## config.mk

```make
export PLATFORM = sky130hd
export DESIGN_NAME = tlpt_ctrl
export DESIGN_NICKNAME = d
export VERILOG_FILES = /design/src/tlpt_pkg.sv /design/src/tlpt_ctrl.sv
export SDC_FILE = /design/constraint.sdc
export NUM_CORES = 1
export LEC_CHECK = 0
export BUFFER_PORTS_ARGS = -buffer_cell sky130_fd_sc_hd__buf_4
export CAP_MARGIN = 20
export CORE_AREA = 2 2 39 41
export DETAILED_ROUTE_END_ITERATION = 10
export DIE_AREA = 0 0 41 43
export SYNTH_ARGS = -nofsm -noshare
export SYNTH_HDL_FRONTEND = slang
export SYNTH_SLANG_ARGS = --single-unit
```

## constraint.sdc

```tcl
create_clock -name i_clk -period 1.28 [get_ports i_clk]
set_input_delay 0.064 -clock i_clk [delete_from_list [all_inputs] [get_ports i_clk]]
set_output_delay 0.064 -clock i_clk [all_outputs]
set_load 0.01 [all_outputs]
```

## src/tlpt_pkg.sv

```systemverilog
package tlpt_pkg;

    // Address split
    localparam int unsigned IDX_W      = 10;
    localparam int unsigned OFS_W      = 12;
    localparam int unsigned DIR_LSB    = 22;
    localparam int unsigned TBL_LSB    = 12;
    localparam int unsigned DIR_DEPTH  = 1024;
    localparam int unsigned TBL_DEPTH  = 1024;

    // Default number of page table slots
    localparam int unsigned TABLE_SLOTS_DEF = 8;

    // Request opcodes
    typedef logic [1:0] t_op;
    localparam t_op OP_MAP     = 2'd0;
    localparam t_op OP_UNMAP   = 2'd1;
    localparam t_op OP_RESOLVE = 2'd2;
    localparam t_op OP_PROTECT = 2'd3;

    // Table write source select
    typedef logic [1:0] t_twr;
    localparam t_twr TW_NONE = 2'd0;
    localparam t_twr TW_MAP  = 2'd1;
    localparam t_twr TW_ZERO = 2'd2;
    localparam t_twr TW_PROT = 2'd3;

    // Controller to datapath commands
    typedef struct packed {
        logic latch;      // capture request fields
        logic dir_rd;     // read directory at incoming address
        logic dir_alloc;  // write new directory entry, bump slot counter
        logic init_wr;    // directory clearing pass write
        logic cnt_clr;    // clear sweep counter
        logic cnt_inc;    // advance sweep counter
        logic sweep_wr;   // zero-fill write of newly allocated table
        logic tbl_rd;     // read table entry
        t_twr tbl_wr;     // single table entry write
        logic rsp;        // present result
        logic rsp_fail;   // result status is failure
        logic rsp_xlat;   // result carries translated address
    } t_cmd;

    // Datapath to controller status
    typedef struct packed {
        t_op  op;
        logic dir_present;
        logic slot_free;
        logic ent_present;
        logic cnt_last;
    } t_sts;

endpackage

```

## src/tlpt_ctrl.sv

```systemverilog
module tlpt_ctrl (
    input  logic           i_clk,
    input  logic           i_rst_n,
    input  logic           start,
    input  tlpt_pkg::t_sts i_sts,
    output tlpt_pkg::t_cmd o_cmd,
    output logic           busy
);

    localparam logic [2:0] ST_INIT  = 3'd0;
    localparam logic [2:0] ST_IDLE  = 3'd1;
    localparam logic [2:0] ST_DIR   = 3'd2;
    localparam logic [2:0] ST_SWEEP = 3'd3;
    localparam logic [2:0] ST_TBL   = 3'd4;

    logic [2:0] r_state;
    logic [2:0] n_state;

    // State register
    always_ff @(posedge i_clk) begin
        if (!i_rst_n) begin
            r_state <= ST_INIT;
        end else begin
            r_state <= n_state;
        end
    end

    assign busy = (r_state != ST_IDLE);

    // Next state and command decode
    always_comb begin
        n_state = r_state;
        o_cmd   = '0;
        case (r_state)
            ST_INIT: begin
                o_cmd.init_wr = 1'b1;
                o_cmd.cnt_inc = 1'b1;
                if (i_sts.cnt_last) begin
                    n_state = ST_IDLE;
                end
            end
            ST_IDLE: begin
                if (start) begin
                    o_cmd.latch  = 1'b1;
                    o_cmd.dir_rd = 1'b1;
                    n_state      = ST_DIR;
                end
            end
            ST_DIR: begin
                if (i_sts.dir_present) begin
                    if (i_sts.op == tlpt_pkg::OP_MAP) begin
                        o_cmd.tbl_wr = tlpt_pkg::TW_MAP;
                        o_cmd.rsp    = 1'b1;
                        n_state      = ST_IDLE;
                    end else if (i_sts.op == tlpt_pkg::OP_UNMAP) begin
                        o_cmd.tbl_wr = tlpt_pkg::TW_ZERO;
                        o_cmd.rsp    = 1'b1;
                        n_state      = ST_IDLE;
                    end else begin
                        o_cmd.tbl_rd = 1'b1;
                        n_state      = ST_TBL;
                    end
                end else if (i_sts.op == tlpt_pkg::OP_MAP && i_sts.slot_free) begin
                    o_cmd.dir_alloc = 1'b1;
                    o_cmd.cnt_clr   = 1'b1;
                    n_state         = ST_SWEEP;
                end else begin
                    o_cmd.rsp      = 1'b1;
                    o_cmd.rsp_fail = 1'b1;
                    n_state        = ST_IDLE;
                end
            end
            ST_SWEEP: begin
                // zero the new table; the mapped entry gets its word on the way
                o_cmd.sweep_wr = 1'b1;
                o_cmd.cnt_inc  = 1'b1;
                if (i_sts.cnt_last) begin
                    o_cmd.rsp = 1'b1;
                    n_state   = ST_IDLE;
                end
            end
            ST_TBL: begin
                o_cmd.rsp = 1'b1;
                n_state   = ST_IDLE;
                if (i_sts.ent_present) begin
                    if (i_sts.op == tlpt_pkg::OP_PROTECT) begin
                        o_cmd.tbl_wr = tlpt_pkg::TW_PROT;
                    end
                    o_cmd.rsp_xlat = (i_sts.op inside {tlpt_pkg::OP_RESOLVE});
                end else begin
                    o_cmd.rsp_fail = 1'b1;
                end
            end
            default: begin
                n_state = ST_INIT;
            end
        endcase
    end

endmodule

```

==> impl_metrics.json <==
{
  "fin_total_pwr_uw": 431.8,
  "final_min_period_ns": 1.708,
  "synth.ff_latch_count": 3,
  "reg.largest.list": "r_state x3",
  "fin_worst_skew_ns": 0.003515,
  "largest_register_ffs": 3,
  "critical_path.endpoint_type": "output port",
  "crit_type": "reg -> out",
  "slowest_delay_ns": 0.42,
  "tritoncts": "built",
  "flow.area_growth_from_synthesis_pct": 90.75,
  "antenna_violating_nets_post_route": 0,
  "number_of_global_route_vias_before_repair": 402,
  "finalWorstSetupSlack_ns": -0.4277,
  "synth_edf_count": 0,
  "failing_checks": "negative setup slack",
  "power_density_nw_per_um2": 643.9,
  "clk_lat_worst_skew_ns": 0.24,
  "cts_buffers": 3,
  "cts.hold.buffers_added": 0,
  "ir_drop_mv": 0.2521,
  "postLayoutCoreUtil_pct": 48.46,
  "drv_cap": 0,
  "clkSlewWorstSetupHoldPaths_ns": 0.04,
  "post_synth_instance_area_um2": 351.6,
  "die_h_um": 43,
  "cellLeakagePower_nw": 0.3266,
  "worst-path-buf-inv": 1,
  "crit_chain": "or3b_4 > or3b_4 > mux2i_4 > buf_6",
  "drt_wl_total_um": 1055,
  "via_count": 440,
  "critPathRequiredTime_ns": 1.22,
  "max_freq_mhz": 585.6,
  "timing_hold_violations_final": 0,
  "worstPathArrival_ns": 1.64,
  "num_io_pins": 23,
  "min_path_type": "in -> reg",
  "dp.final_hpwl_um": 775.3,
  "row_count": 14,
  "chipWidth_um": 41,
  "grt_antenna_before_repair": 0,
  "worst_setup_path_start_kind": "flip-flop",
  "global_route.overflow_total": 0,
  "final_net_count": 86,
  "yosysUniqueCellTypes": 26,
  "dieArea_um2": 1763,
  "port_buffers": 22,
  "holdWs_ns": 0.05569,
  "synth_most_common_cell": "sky130_fd_sc_hd__nor2_1",
  "crit_path_top_delay_cell": "sky130_fd_sc_hd__or3b_4",
  "worst-slew-pin-transition_ns": 0.2038,
  "rsz0062_at_grt": "yes",
  "placeableCoreArea_um2": 1384,
  "cpLargestDelayFamily": "simple AND/OR/NAND/NOR gates",
  "place_congestion": 0.7113,
  "finalSetupViolations": 13,
  "post_synth_most_frequent_cells": "sky130_fd_sc_hd__nor2_1, sky130_fd_sc_hd__and2_1, sky130_fd_sc_hd__dfxtp_1, sky130_fd_sc_hd__nand2b_1, sky130_fd_sc_hd__nor3_1",
  "synth_largest_area_cell": "sky130_fd_sc_hd__dfxtp_1",
  "track_usage_pct": 13.24,
  "grt_pass1_wl_um": 1552,
  "detail_route.wl_per_cell_um": 11.47,
  "yosysSeqAreaShare_pct": 17.08,
  "cts.sink_count": 3,
  "synthDominantCellAreaShare_pct": 17.08,
  "synthesis.area_per_instance_um2": 7.481,
  "dr.first_iter.drc_count": 3,
  "cts.htree.levels": 1,
  "critical-path-top-cell-by-count": "sky130_fd_sc_hd__or3b_4",
  "post-route-drc-count": 0,
  "post_drt_via_cell_ratio": 4.783,
  "ys.warnings.count": 0,
  "share_of_flip_flops_with_an_asynchronous_set_or_reset_after_synthesis_pct": 0,
  "cts_buffer_depth": 2,
  "slew_viol_final": 0,
  "post-place-ws_ns": -0.1978,
  "ys_dominant_reg_cell": "sky130_fd_sc_hd__dfxtp_1",
  "antennaDiodeCount": 0,
  "final.setup.tns_ns": -2.714,
  "run_status": "finished with violations",
  "synthesis.nets": 56,
  "clk_root_buffer_cell": "sky130_fd_sc_hd__clkbuf_4",
  "crit_fanout": 3,
  "layout.filler_cells": 144,
  "synth_cells": 47,
  "relative_slew_slack_pct": 86.37,
  "final_layout_size_suffix_gt1_share_pct": 63.16,
  "largest_register": "r_state",
  "initial_drt_pass_iterations": 2,
  "floorplan.initialDensity_pct": 25.41,
  "pin_count_of_the_biggest_net_entering_global_routing": 13,
  "yosys-top-cells-area": "sky130_fd_sc_hd__dfxtp_1, sky130_fd_sc_hd__nor2_1, sky130_fd_sc_hd__or3b_4",
  "share_of_the_cycle_needed_by_the_critical_path_after_routing_pct": 133.4
}
[report_power, final]
part / internal, mW / leakage [nW] / switching, mW / total [mW]
Combinational: 0.0857 / 0.287 / 0.0756 / 0.161
Clock: 0.117 / 0.0150 / 0.0516 / 0.169
Sequential: 0.0994 / 0.0250 / 0.00252 / 0.102
Total: 0.302 / 0.327 / 0.130 / 0.432
[cell type report]
class,count,area (um^2),share of cell area [%]
Multi-Input combinational cell,37,311.5,46.46
Tap cell,16,20.02,2.985
Inverter,2,7.507,1.119
Sequential cell,3,61.31,9.142
Timing Repair Buffer,30,244.0,36.38
Clock buffer,4,26.28,3.918
[metrics by stage]
step | std cells | cell area (um^2)
2_1_floorplan | 47 | 380.4
3_3_place_gp | 84 | 560.5
3_5_place_dp | 84 | 560.5
4_1_cts | 92 | 670.6
5_1_grt | 92 | 670.6
6_report | 92 | 670.6
[path summary, 6_finish.rpt]
check             cells past startpoint                      end               startpoint  slack (ns)
setup / recovery                      4                 o_cmd[3]  r_state[0]$_SDFFE_PN0P_       -0.43
hold reg to reg                       3  r_state[0]$_SDFFE_PN0P_  r_state[1]$_SDFFE_PN0P_        0.82
hold / removal                        2  r_state[2]$_SDFFE_PN0P_                  i_rst_n        0.06
setup reg to reg                      5  r_state[1]$_SDFFE_PN0P_  r_state[0]$_SDFFE_PN0P_       -0.20
[metal layers]
layer / up-vias / track usage (%) / part of all wire, % / wire length (um)
li1: 222 / - / - / -
met1: 201 / 12.18 / 37 / 395
met5: - / 0 / 0 / 0
met3: 2 / 1.571 / 6.0 / 63
met2: 15 / 23.75 / 55 / 577
met4: 0 / 10.00 / 1.8 / 19
[logic make-up after synthesis]
logic type	after synthesis	share of synthesized area, %
AO/OA/AOI/OAI	9	21.71
buffers and inverters	7	11.74
AND/OR/NAND/NOR	26	44.13
XOR/XNOR	1	2.492
flip-flops	3	17.08
multiplexers	1	2.847
[timing repair]
| action | CTS | global route |
|---|---|---|
| pin swaps | 3 | 3 |
| buffers inserted | 4 | 0 |
| endpoints found under the setup margin | 12 | 13 |
| gates resized for setup | 14 | 0 |
[layout by cell type, fill, tap and decap left out, drive strengths merged, types with 2 or more instances in the layout]
| cell | count |
|---|---|
| nor3 | 3 |
| nor2 | 6 |
| nand2b | 3 |
| nand3 | 2 |
| or3b | 4 |
| dfxtp | 3 |
| inv | 2 |
| nand2 | 2 |
| buf | 30 |
| and2 | 3 |
| clkbuf | 4 |
| a21oi | 2 |
[worst register-to-register path: cells and delay by family (launching register included)]
family | cells | cell delay (ns)
flip-flops | 1 | 0.30
buffers and inverters | 2 | 0.32
AO/OA/AOI/OAI | 1 | 0.16
AND/OR/NAND/NOR | 2 | 0.64
Power figures use the tool's default switching activity.
